`config.mk`:
```
export PLATFORM = sky130hd
export DESIGN_NAME = page_table_walker_top_flat
export DESIGN_NICKNAME = d
export VERILOG_FILES = /design/src/sv/ptw_pkg.sv /design/src/sv/ptw_req_if.sv /design/src/sv/ptw_rsp_if.sv /design/src/sv/ptw_ctrl.sv /design/src/sv/ptw_dp.sv /design/src/sv/page_table_walker_top.sv /design/src/flat_wrapper.sv
export VERILOG_INCLUDE_DIRS = /design/src /design/src/sv
export SDC_FILE = /design/constraint.sdc
export NUM_CORES = 1
export LEC_CHECK = 0
export ABC_AREA = 1
export BUFFER_PORTS_ARGS = -buffer_cell sky130_fd_sc_hd__buf_2
export CAP_MARGIN = 25
export CORE_UTILIZATION = 40
export CTS_BUF_LIST = sky130_fd_sc_hd__clkbuf_16
export DETAILED_ROUTE_END_ITERATION = 7
export GPL_ROUTABILITY_DRIVEN = 0
export GPL_TIMING_DRIVEN = 0
export PLACE_DENSITY = 0.64
export SLEW_MARGIN = 15
export SYNTH_ARGS = -nofsm -noshare
export SYNTH_HDL_FRONTEND = slang
export SYNTH_HIERARCHICAL = 1
export SYNTH_SLANG_ARGS = --single-unit
```
`constraint.sdc`:
```
create_clock -name i_clk -period 6.9 [get_ports i_clk]
set_clock_uncertainty 0.05 [all_clocks]
set_input_delay 1.38 -clock i_clk [delete_from_list [all_inputs] [get_ports i_clk]]
set_output_delay 1.38 -clock i_clk [all_outputs]
set_load 0.01 [all_outputs]
```
`src/sv/page_table_walker_top_macros.svh`:
```
// Assertion helpers for the page table walker.
`ifndef PAGE_TABLE_WALKER_TOP_MACROS_SVH
`define PAGE_TABLE_WALKER_TOP_MACROS_SVH

// Same-cycle implication, sampled on the rising clock edge, off during reset.
`define PTW_ASSERT_NOW(label, ante, cons) \
    label: assert property (@(posedge i_clk) disable iff (!i_rst_n) (ante) |-> (cons)) \
        else $error("page table walker: assertion failed");

// Next-cycle implication, sampled on the rising clock edge, off during reset.
`define PTW_ASSERT_NEXT(label, ante, cons) \
    label: assert property (@(posedge i_clk) disable iff (!i_rst_n) (ante) |=> (cons)) \
        else $error("page table walker: assertion failed");

`endif

```
`src/sv/ptw_pkg.sv`:
```
package ptw_pkg;

    localparam int VA_W = 48;
    localparam int PA_W = 52;
    localparam int IDX_W = 9;

    localparam int BIT_PRESENT = 0;
    localparam int BIT_LARGE   = 7;

    localparam int CFG_IDX_W = 1;
    localparam logic [CFG_IDX_W-1:0] CFG_ROOT_TABLE_BASE     = 1'b0;
    localparam logic [CFG_IDX_W-1:0] CFG_READ_ADDRESS_OFFSET = 1'b1;

    // Entry awaited during a walk
    localparam logic [1:0] LVL_PML4 = 2'd0;
    localparam logic [1:0] LVL_PDPT = 2'd1;
    localparam logic [1:0] LVL_PD   = 2'd2;
    localparam logic [1:0] LVL_PT   = 2'd3;

    typedef enum logic {
        FUNC_TRANSLATE = 1'b0,
        FUNC_ENTRY     = 1'b1
    } t_func;

    typedef enum logic {
        RES_READ  = 1'b0,
        RES_FINAL = 1'b1
    } t_res_kind;

    typedef enum logic {
        TBL_ROOT  = 1'b0,
        TBL_ENTRY = 1'b1
    } t_tbl_sel;

    typedef enum logic [1:0] {
        PG_NONE = 2'd0,
        PG_1G   = 2'd1,
        PG_2M   = 2'd2,
        PG_4K   = 2'd3
    } t_page_sel;

    typedef struct packed {
        logic      load_virt;
        logic      emit;
        t_res_kind kind;
        t_tbl_sel  tbl_sel;
        t_page_sel page_sel;
        logic [1:0] idx_level;
    } t_dp_cmd;

    typedef struct packed {
        logic present;
        logic page_size;
    } t_dp_sts;

endpackage

```
`src/sv/ptw_req_if.sv`:
```
interface ptw_req_if;
    import ptw_pkg::*;

    logic        valid;
    logic        ready;
    logic        func;
    logic [63:0] virt_addr;
    logic [63:0] read_data;

    modport source (output valid, output func, output virt_addr, output read_data,
                    input ready);
    modport sink (input valid, input func, input virt_addr, input read_data,
                  output ready);
endinterface

```
`src/sv/ptw_rsp_if.sv`:
```
interface ptw_rsp_if;
    import ptw_pkg::*;

    logic            valid;
    logic            ready;
    logic            kind;
    logic [63:0]     mem_addr;
    logic [PA_W-1:0] phys_addr;
    logic            mapped;

    modport source (output valid, output kind, output mem_addr, output phys_addr,
                    output mapped, input ready);
    modport sink (input valid, input kind, input mem_addr, input phys_addr,
                  input mapped, output ready);
endinterface

```
`src/sv/ptw_ctrl.sv`:
```
module ptw_ctrl
    import ptw_pkg::*;
(
    input  logic    i_clk,
    input  logic    i_rst_n,
    input  logic    i_in_valid,
    input  logic    i_func,
    input  logic    i_out_ready,
    input  t_dp_sts i_sts,
    output logic    o_in_ready,
    output logic    o_out_valid,
    output logic    o_busy,
    output t_dp_cmd o_cmd
);

    typedef enum logic {
        ST_IDLE = 1'b0,
        ST_WALK = 1'b1
    } t_state;

    t_state     r_state, n_state;
    logic [1:0] r_level, n_level;
    logic       r_out_valid, n_out_valid;
    logic       w_accept;

    assign o_in_ready  = !r_out_valid || i_out_ready;
    assign w_accept    = i_in_valid && o_in_ready;
    assign o_out_valid = r_out_valid;
    assign o_busy      = (r_state == ST_WALK);

    always_comb begin
        n_state     = r_state;
        n_level     = r_level;
        n_out_valid = r_out_valid && !i_out_ready;
        o_cmd.load_virt = 1'b0;
        o_cmd.emit      = 1'b0;
        o_cmd.kind      = RES_READ;
        o_cmd.tbl_sel   = TBL_ROOT;
        o_cmd.page_sel  = PG_NONE;
        o_cmd.idx_level = LVL_PML4;
        if (w_accept) begin
            case (r_state)
                ST_IDLE: begin
                    // entry data while idle is dropped
                    if (i_func == FUNC_TRANSLATE) begin
                        o_cmd.load_virt = 1'b1;
                        o_cmd.emit      = 1'b1;
                        n_out_valid     = 1'b1;
                        n_state         = ST_WALK;
                        n_level         = LVL_PML4;
                    end
                end
                ST_WALK: begin
                    // translate while walking is dropped
                    if (i_func == FUNC_ENTRY) begin
                        o_cmd.emit  = 1'b1;
                        n_out_valid = 1'b1;
                        if (!i_sts.present) begin
                            o_cmd.kind = RES_FINAL;
                        end else if (r_level == LVL_PDPT && i_sts.page_size) begin
                            o_cmd.kind     = RES_FINAL;
                            o_cmd.page_sel = PG_1G;
                        end else if (r_level == LVL_PD && i_sts.page_size) begin
                            o_cmd.kind     = RES_FINAL;
                            o_cmd.page_sel = PG_2M;
                        end else if (r_level == LVL_PT) begin
                            o_cmd.kind     = RES_FINAL;
                            o_cmd.page_sel = PG_4K;
                        end else begin
                            o_cmd.tbl_sel   = TBL_ENTRY;
                            o_cmd.idx_level = r_level + 2'd1;
                            n_level         = r_level + 2'd1;
                        end
                        if (o_cmd.kind == RES_FINAL) begin
                            n_state = ST_IDLE;
                            n_level = LVL_PML4;
                        end
                    end
                end
                default: begin
                    n_state = ST_IDLE;
                end
            endcase
        end
    end

    always_ff @(posedge i_clk) begin
        if (!i_rst_n) begin
            r_state     <= ST_IDLE;
            r_level     <= LVL_PML4;
            r_out_valid <= 1'b0;
        end else begin
            r_state     <= n_state;
            r_level     <= n_level;
            r_out_valid <= n_out_valid;
        end
    end

endmodule

```
`src/sv/ptw_dp.sv`:
```
module ptw_dp
    import ptw_pkg::*;
(
    input  logic                 i_clk,
    input  logic                 i_rst_n,
    input  logic                 i_cfg_we,
    input  logic [CFG_IDX_W-1:0] i_cfg_idx,
    input  logic [63:0]          i_cfg_data,
    input  logic [63:0]          i_virt_addr,
    input  logic [63:0]          i_read_data,
    input  t_dp_cmd              i_cmd,
    output t_dp_sts              o_sts,
    output logic                 o_kind,
    output logic [63:0]          o_mem_addr,
    output logic [PA_W-1:0]      o_phys_addr,
    output logic                 o_mapped
);

    logic [63:0]     r_root_base;
    logic [63:0]     r_offset;
    logic [VA_W-1:0] r_saved_virt;
    logic            r_kind;
    logic [63:0]     r_mem_addr;
    logic [PA_W-1:0] r_phys_addr;
    logic            r_mapped;

    logic [IDX_W-1:0] w_idx;
    logic [51:0]      w_table;
    logic [63:0]      w_mem_addr;
    logic [PA_W-1:0]  w_phys;

    assign o_sts.present   = i_read_data[BIT_PRESENT];
    assign o_sts.page_size = i_read_data[BIT_LARGE];

    // Table index for the entry to fetch; the root index comes straight off the request
    always_comb begin
        case (i_cmd.idx_level)
            LVL_PML4: w_idx = i_cmd.load_virt ? i_virt_addr[47:39] : r_saved_virt[47:39];
            LVL_PDPT: w_idx = r_saved_virt[38:30];
            LVL_PD:   w_idx = r_saved_virt[29:21];
            LVL_PT:   w_idx = r_saved_virt[20:12];
            default:  w_idx = r_saved_virt[47:39];
        endcase
    end

    // Tables are 4 KiB aligned, so the index slots in below the frame number
    assign w_table    = (i_cmd.tbl_sel == TBL_ROOT) ? r_root_base[63:12]
                                                    : {12'd0, i_read_data[51:12]};
    assign w_mem_addr = r_offset + {w_table, w_idx, 3'b000};

    always_comb begin
        case (i_cmd.page_sel)
            PG_1G:   w_phys = {i_read_data[51:30], r_saved_virt[29:0]};
            PG_2M:   w_phys = {i_read_data[51:21], r_saved_virt[20:0]};
            PG_4K:   w_phys = {i_read_data[51:12], r_saved_virt[11:0]};
            default: w_phys = '0;
        endcase
    end

    always_ff @(posedge i_clk) begin
        if (!i_rst_n) begin
            r_root_base <= '0;
            r_offset    <= '0;
        end else if (i_cfg_we) begin
            case (i_cfg_idx)
                CFG_ROOT_TABLE_BASE:     r_root_base <= i_cfg_data;
                CFG_READ_ADDRESS_OFFSET: r_offset    <= i_cfg_data;
                default: ;
            endcase
        end
    end

    always_ff @(posedge i_clk) begin
        if (i_cmd.load_virt) begin
            r_saved_virt <= i_virt_addr[VA_W-1:0];
        end
        if (i_cmd.emit) begin
            r_kind <= i_cmd.kind;
            if (i_cmd.kind == RES_READ) begin
                r_mem_addr  <= w_mem_addr;
                r_phys_addr <= '0;
                r_mapped    <= 1'b0;
            end else begin
                r_mem_addr  <= '0;
                r_phys_addr <= w_phys;
                r_mapped    <= (i_cmd.page_sel != PG_NONE);
            end
        end
    end

    assign o_kind      = r_kind;
    assign o_mem_addr  = r_mem_addr;
    assign o_phys_addr = r_phys_addr;
    assign o_mapped    = r_mapped;

endmodule

```
`src/sv/page_table_walker_top.sv`:
```
// Four-level x86-64 page table walker. A translate request (func 0) latches the
// low 48 bits of the virtual address and sends out a read request for the root
// entry at read_address_offset + root_table_base[63:12]*4096 + index*8. Each
// entry returned on the same input channel (func 1) either yields the next read
// request or a final result: a 4 KiB, 2 MiB or 1 GiB page with mapped set, or
// phys_addr 0 with mapped clear when an entry is not present. A translate while a
// walk is open, and entry data while idle, are dropped without a result. Every
// accepted request that produces a result shows it on the output register on the
// next cycle; the input takes one request per cycle whenever that register is
// empty or being drained, so sustained rate is one request per cycle, set by the
// single output register. Configuration writes must only land while idle.
`include "page_table_walker_top_macros.svh"

module page_table_walker_top
    import ptw_pkg::*;
(
    input  logic                 i_clk,
    input  logic                 i_rst_n,
    input  logic                 i_cfg_we,
    input  logic [CFG_IDX_W-1:0] i_cfg_idx,
    input  logic [63:0]          i_cfg_data,
    ptw_req_if.sink              i_req,
    ptw_rsp_if.source            o_rsp
);

    t_dp_cmd w_cmd;
    t_dp_sts w_sts;
    logic    w_busy;
    logic    w_in_ready;
    logic    w_out_valid;

    // Walk sequencing: state, level, and the output valid flag
    ptw_ctrl u_ctrl (
        .i_clk       (i_clk),
        .i_rst_n     (i_rst_n),
        .i_in_valid  (i_req.valid),
        .i_func      (i_req.func),
        .i_out_ready (o_rsp.ready),
        .i_sts       (w_sts),
        .o_in_ready  (w_in_ready),
        .o_out_valid (w_out_valid),
        .o_busy      (w_busy),
        .o_cmd       (w_cmd)
    );

    // Address arithmetic, config registers, saved address and output payload
    ptw_dp u_dp (
        .i_clk       (i_clk),
        .i_rst_n     (i_rst_n),
        .i_cfg_we    (i_cfg_we),
        .i_cfg_idx   (i_cfg_idx),
        .i_cfg_data  (i_cfg_data),
        .i_virt_addr (i_req.virt_addr),
        .i_read_data (i_req.read_data),
        .i_cmd       (w_cmd),
        .o_sts       (w_sts),
        .o_kind      (o_rsp.kind),
        .o_mem_addr  (o_rsp.mem_addr),
        .o_phys_addr (o_rsp.phys_addr),
        .o_mapped    (o_rsp.mapped)
    );

    assign i_req.ready = w_in_ready;
    assign o_rsp.valid = w_out_valid;

    // A translate taken while idle opens a walk with a read request
    `PTW_ASSERT_NEXT(a_start_walk, i_req.valid && i_req.ready && !w_busy && i_req.func == FUNC_TRANSLATE, w_busy && o_rsp.valid && o_rsp.kind == RES_READ)

    // A not-present entry during a walk closes it with an unmapped result
    `PTW_ASSERT_NEXT(a_not_present, i_req.valid && i_req.ready && w_busy && i_req.func == FUNC_ENTRY && !i_req.read_data[BIT_PRESENT], !w_busy && o_rsp.valid && o_rsp.kind == RES_FINAL && !o_rsp.mapped)

    // Read requests never carry a translation
    `PTW_ASSERT_NOW(a_read_clean, o_rsp.valid && o_rsp.kind == RES_READ, o_rsp.phys_addr == '0 && !o_rsp.mapped)

    // An empty output register never holds back the input
    `PTW_ASSERT_NOW(a_no_stall, !o_rsp.valid, i_req.ready)

endmodule
```
`src/flat_wrapper.sv`:
```
// flat-port wrapper written by rule: the top's interface ports become plain ports
module page_table_walker_top_flat import ptw_pkg::*;
  (i_clk, i_rst_n, i_cfg_we, i_cfg_idx, i_cfg_data, i_req_valid, i_req_func, i_req_virt_addr, i_req_read_data, i_req_ready, o_rsp_valid, o_rsp_kind, o_rsp_mem_addr, o_rsp_phys_addr, o_rsp_mapped, o_rsp_ready);
  ptw_req_if i_req_i ();
  ptw_rsp_if o_rsp_i ();
  input  logic i_clk;
  input  logic i_rst_n;
  input  logic i_cfg_we;
  input  logic [CFG_IDX_W-1:0] i_cfg_idx;
  input  logic [63:0] i_cfg_data;
  input wire logic [$bits(i_req_i.valid)-1:0] i_req_valid;
  input wire logic [$bits(i_req_i.func)-1:0] i_req_func;
  input wire logic [$bits(i_req_i.virt_addr)-1:0] i_req_virt_addr;
  input wire logic [$bits(i_req_i.read_data)-1:0] i_req_read_data;
  output wire logic [$bits(i_req_i.ready)-1:0] i_req_ready;
  output wire logic [$bits(o_rsp_i.valid)-1:0] o_rsp_valid;
  output wire logic [$bits(o_rsp_i.kind)-1:0] o_rsp_kind;
  output wire logic [$bits(o_rsp_i.mem_addr)-1:0] o_rsp_mem_addr;
  output wire logic [$bits(o_rsp_i.phys_addr)-1:0] o_rsp_phys_addr;
  output wire logic [$bits(o_rsp_i.mapped)-1:0] o_rsp_mapped;
  input wire logic [$bits(o_rsp_i.ready)-1:0] o_rsp_ready;
  assign i_req_i.valid = i_req_valid;
  assign i_req_i.func = i_req_func;
  assign i_req_i.virt_addr = i_req_virt_addr;
  assign i_req_i.read_data = i_req_read_data;
  assign i_req_ready = i_req_i.ready;
  assign o_rsp_valid = o_rsp_i.valid;
  assign o_rsp_kind = o_rsp_i.kind;
  assign o_rsp_mem_addr = o_rsp_i.mem_addr;
  assign o_rsp_phys_addr = o_rsp_i.phys_addr;
  assign o_rsp_mapped = o_rsp_i.mapped;
  assign o_rsp_i.ready = o_rsp_ready;
  page_table_walker_top u_core (.i_clk(i_clk), .i_rst_n(i_rst_n), .i_cfg_we(i_cfg_we), .i_cfg_idx(i_cfg_idx), .i_cfg_data(i_cfg_data), .i_req(i_req_i), .o_rsp(o_rsp_i));
endmodule
```
Word-level counts from Yosys, hierarchy flattened
Index checks and enable logic that the tools add are counted.
Word-level totals
  flip-flop bits (word level): 298
  input port bits: 199
  output and inout port bits: 120
  logic and storage cells: 84
Cells by class
  add/sub/neg operators: 2
  equal/unequal tests: 15
  muxes and demuxes: 43
  bitwise operators: 2
  reductions and logical operators: 12
Operators by type and width (count)
  52-bit one-hot mux with 3 select lines: 1
  64-bit adder: 1
  52-bit two-way mux: 1
  9-bit one-hot mux with 4 select lines: 1
  2-bit two-way mux: 14
  1-bit two-way mux: 17
  2-bit == test, second input constant: 6
  3-bit by 2-bit inequality test with 1-bit output, second input constant: 4
  9-bit two-way mux: 1
  8-bit two-way mux: 1
  7-bit two-way mux: 1
  7-bit AND reduction: 1
  2-bit by 1-bit == test with 1-bit output, second input constant: 3
  6-bit two-way mux: 1
  1-bit one-hot mux with 2 select lines: 3
  5-bit two-way mux: 1
  1-bit logical AND: 4
  2-bit inequality test, second input constant: 2
  2-bit one-hot mux with 2 select lines: 1
  2-bit AND reduction: 2
  2-bit by 1-bit adder with 2-bit output, second input constant: 1
  1-bit zero test: 2
  2-bit zero test: 1
  1-bit inverter: 2
  2 further kinds: 2

Logic depth before layout (Yosys ltp)
  word-level depth: 14
  depth in mapped cells: 28
  gate-level depth less buffers: 27

Modules after synthesis
The synthesis kept the hierarchy.
Modules (own cells, without submodules)
  ptw_dp: times used 1, cells each 2246, area each 16205.5 sq um, sequential area each 7307.0 sq um
  ptw_ctrl: times used 1, cells each 58, area each 416.6 sq um, sequential area each 80.1 sq um

Worst setup path before layout
OpenSTA, ideal clock, no wires.
  path kind: input-to-reg
  from: in i_req_func
  to: reg u_core.u_dp.r_mem_addr[35] (netlist: u_core/u_dp/o_mem_addr[35]) (data pin)
  setup time: 253 ps
  arrival time: 5840 ps
  data required time: 6597 ps
  path slack: 757 ps
  stages on the path: 19
  path buffers: 1
  cell sequence: inv_1 > ha_1 > inv_1 > nor2_1 > buf_2 > clkinv_1 > o21ai_0 > o2111ai_1 > ha_1 > nand2_2 > nor2_2 > o21ai_1 > nand2_1 > nand2_1 > nand2_2 > inv_1 > o21ai_1 > and2_1 > nor2_1
RTL lines
  start: declaration: RTL line flat_wrapper.sv:12  | input wire logic [$bits(i_req_i.func)-1:0] i_req_func;
  end signal: assignment: RTL line ptw_dp.sv:80  | r_mem_addr <= w_mem_addr;
  end: declaration: RTL line ptw_dp.sv:23  | logic [63:0] r_mem_addr;

==> impl_metrics.tcl <==
set metrics [dict create \
    pre_cts_ws_ns 1.36 \
    drive_gt1_share_pct 17.0 \
    h-tree-depth 2 \
    ir_drop_v 0.000141 \
    seq_area_mm2 0.00739 \
    ff2ff_path_depth 25 \
    hpwl_mm 44.3 \
    cts-buffers-inserted 34 \
    finalWorstSetupSlack_ns 1.82 \
    p_leak_uw 0.00988 \
    route.vias.total 16000 \
    cts-root-buf "clkbuf_16" \
    firstDrtPassIters 5 \
    cp-startpoint "i_req_func" \
    mostFrequentLayoutCells "nand2_1 (593), nor2_1 (383), inv_1 (345)" \
    core_area_mm2 0.0409 \
    grtUsageMet3_pct 4.79 \
    fmax_mhz 197 \
    cts.hold.buffers_added 0 \
    crit_end "u_core/u_dp/o_mem_addr[35]$_SDFFCE_PP0P_" \
    r2r-end "u_core/u_dp/o_mem_addr[63]$_SDFFCE_PP0P_" \
    multi_input_area_mm2 0.00761 \
    start_util_pct 40.6 \
    maxCapViolations 0 \
    syn-num-nets 2569 \
    drc 0 \
    grt_pass1_vias 14900 \
    setup_viol 0 \
    relSlewSlack_pct 40.3 \
    hold_viol 0 \
    path_class "input pin to flip-flop" \
    grt_busiest_layer "met2" \
    vias_per_cell 5.01 \
    tritoncts "done" \
    synth_edf_count 166 \
    syn2layout_area_growth_pct 19.3 \
    io_buffers 278 \
    clkSlewWorstSetupHoldPaths_ns 0.06 \
    required_ns 7.14 \
    wl_per_cell_um 17.0 \
    die_w_um 206 \
    worstPathMaxFanout 20 \
    die_area_mm2 0.0424 \
    synthFlopType "edfxtp_1" \
    cts_buffer_depth 3 \
    worstMarginPinSlew_ns 0.895 \
    status "finished, final reports clean" \
    nets 2887 \
    r2r_slack_ns 2.13 \
    numPlacedInstances 3118 \
    track_usage_pct 25.9 \
    io_pins 319 \
    r2r-start "u_core/u_ctrl/r_level[0]$_SDFFE_PN0P_" \
    grt_max_degree 50 \
    final_core_util_pct 48.4 \
    antenna_found_initial 12 \
    cts_num_sinks 286 \
    ys_async_sr_fraction_pct 0 \
    timing.final.crit_share_pct 73.7 \
    synthesis.area_mm2 0.0166 \
    maxSlewViolCount 0 \
    hold_class "flip-flop to flip-flop" \
    powerDensity_mw_per_mm2 219 \
    arrival_ns 5.33 \
    die_h_um 206 \
    use_met1_pct 34.4 \
    finalCriticalPeriod_ns 5.08 \
    wirelength_mm 54.3 \
    ys_ff_latch 286 \
    syn_inst 2304 \
    num_rows 74 \
    drtIter0Drc 1250 \
    yosysSeqAreaShare_pct 44.4 \
    endpoint_kind "flip-flop" \
    rsz0062_at_grt "no" \
    cts_setup_buffers 0 \
    clk_latency_ns 0.55 \
    avgSynthCellArea_um2 7.21 \
    synth_warnings 6 \
    critPathLaunchType "input pin" \
    fillers 4182 \
    layout_commonest_cell "nand2_1" \
    yosysUniqueCellTypes 44 \
    cts-resized-gates 0 \
    ant_nets 0 \
    p_total_uw 4340 \
    grt_pass1_wl_mm 82.6 \
    final_cell_count_no_fill 3188 \
    grt-ovfl-total 0 \
    use_met2_pct 41.0 \
]
worst max-delay path, cell delays in order:
cell and delay, ns:
buf_2 0.13, inv_1 0.09, ha_1 0.15, inv_1 0.06
nor2_4 0.41, buf_16 0.22, buf_16 0.17, buf_2 0.24
clkinv_1 0.29, o21ai_0 0.23, o2111ai_1 0.22, ha_1 0.48
nand2_2 0.12, nor2_2 0.18, o21ai_1 0.10, nand2_1 0.18
nand2_1 0.09, nand2_2 0.13, inv_1 0.05, o21ai_1 0.16
and2_1 0.15, nor2_1 0.07
sequential cells by signal, summed over array words and instances, names as in the netlist:
register and flops:
u_core/u_ctrl/o_busy 1, u_core/u_ctrl/o_out_valid 1, u_core/u_ctrl/r_level 2, u_core/u_dp/o_kind 1, u_core/u_dp/o_mapped 1, u_core/u_dp/o_mem_addr 64
u_core/u_dp/o_phys_addr 52, u_core/u_dp/r_offset 64, u_core/u_dp/r_root_base 52, u_core/u_dp/r_saved_virt 48
metrics by stage:
stage               TNS [ns]  hold slack (ns)  cell area [µm²]
global placement      -43.00            0.391            18700
floorplan                  0            0.380            16600
finish                     0            0.406            19800
global route               0            0.428            19800
CTS                        0            0.403            19800
detailed placement         0            0.395            18800
synthesized netlist by cell type (3+ instances only):
cell type / count / area (µm²)
nand2_2: 36 / 225
nor2_2: 29 / 181
clkinv_1: 7 / 26.3
inv_2: 16 / 60.1
nor2_1: 384 / 1440
o21ai_0: 178 / 891
nand3_1: 81 / 405
nand4_1: 8 / 50.1
a211oi_1: 4 / 30.0
clkbuf_1: 53 / 199
a21oi_1: 137 / 686
nor3_1: 10 / 50.1
o21ai_1: 3 / 15.0
edfxtp_1: 166 / 4980
o21bai_1: 12 / 90.1
nand3_2: 8 / 80.1
a21oi_2: 5 / 43.8
inv_1: 333 / 1250
ha_1: 65 / 813
nand2_1: 593 / 2230
o21a_1: 3 / 22.5
nor2_4: 5 / 56.3
buf_2: 8 / 40.0
and2_1: 8 / 50.1
dfxtp_1: 120 / 2400
a31oi_1: 8 / 50.1
how the worst min path moves through the flow:
| stage | cells after the start | end | startpoint | slack, ns |
|---|---|---|---|---|
| finish | 2 | u_core/u_dp/r_root_base[60]$_SDFFE_PN0P_ | u_core/u_dp/r_root_base[60]$_SDFFE_PN0P_ | 0.41 |
| global route | 2 | u_core/u_dp/r_root_base[52]$_SDFFE_PN0P_ | u_core/u_dp/r_root_base[52]$_SDFFE_PN0P_ | 0.43 |
| CTS | 2 | u_core/u_dp/r_root_base[60]$_SDFFE_PN0P_ | u_core/u_dp/r_root_base[60]$_SDFFE_PN0P_ | 0.40 |
| detailed placement | 2 | u_core/u_dp/r_root_base[60]$_SDFFE_PN0P_ | u_core/u_dp/r_root_base[60]$_SDFFE_PN0P_ | 0.40 |
| global placement | 2 | u_core/u_dp/r_root_base[59]$_SDFFE_PN0P_ | u_core/u_dp/r_root_base[59]$_SDFFE_PN0P_ | 0.39 |
| floorplan | 2 | u_core/u_dp/r_root_base[54]$_SDFFE_PN0P_ | u_core/u_dp/r_root_base[54]$_SDFFE_PN0P_ | 0.38 |
layer usage:
layer / up-vias / part of all wire (%)
met4: 8 / 3.8
met3: 123 / 8.0
met1: 7231 / 44
li1: 7951 / -
met5: - / 0.085
met2: 646 / 44
cells by family after synthesis:
group	count (synthesis)	share of synthesized area (%)
simple gates	1176	29.6
buf+inv	423	9.79
flops	286	44.4
compound gates	352	11.1
fa+ha+maj	66	5.01
xor+xnor	1	0.0527
final cells by class:
type / count / area share [%]
multi-input combinational: 1595 / 38.4
sequential: 286 / 37.3
timing repair buffer: 282 / 7.57
inverter: 357 / 6.77
clock buffer: 35 / 4.42
tap: 532 / 3.36
buffer: 66 / 1.44
clock inverter: 27 / 0.675
antenna: 8 / 0.101
power breakdown:
| part | total [µW] | internal, µW | leakage, µW | switching, µW |
|---|---|---|---|---|
| sequential | 1980 | 1940 | 0.00258 | 40.4 |
| clock | 1640 | 924 | 0.000546 | 720 |
| combinational | 718 | 237 | 0.00675 | 481 |
Power figures use the tool's default switching activity.
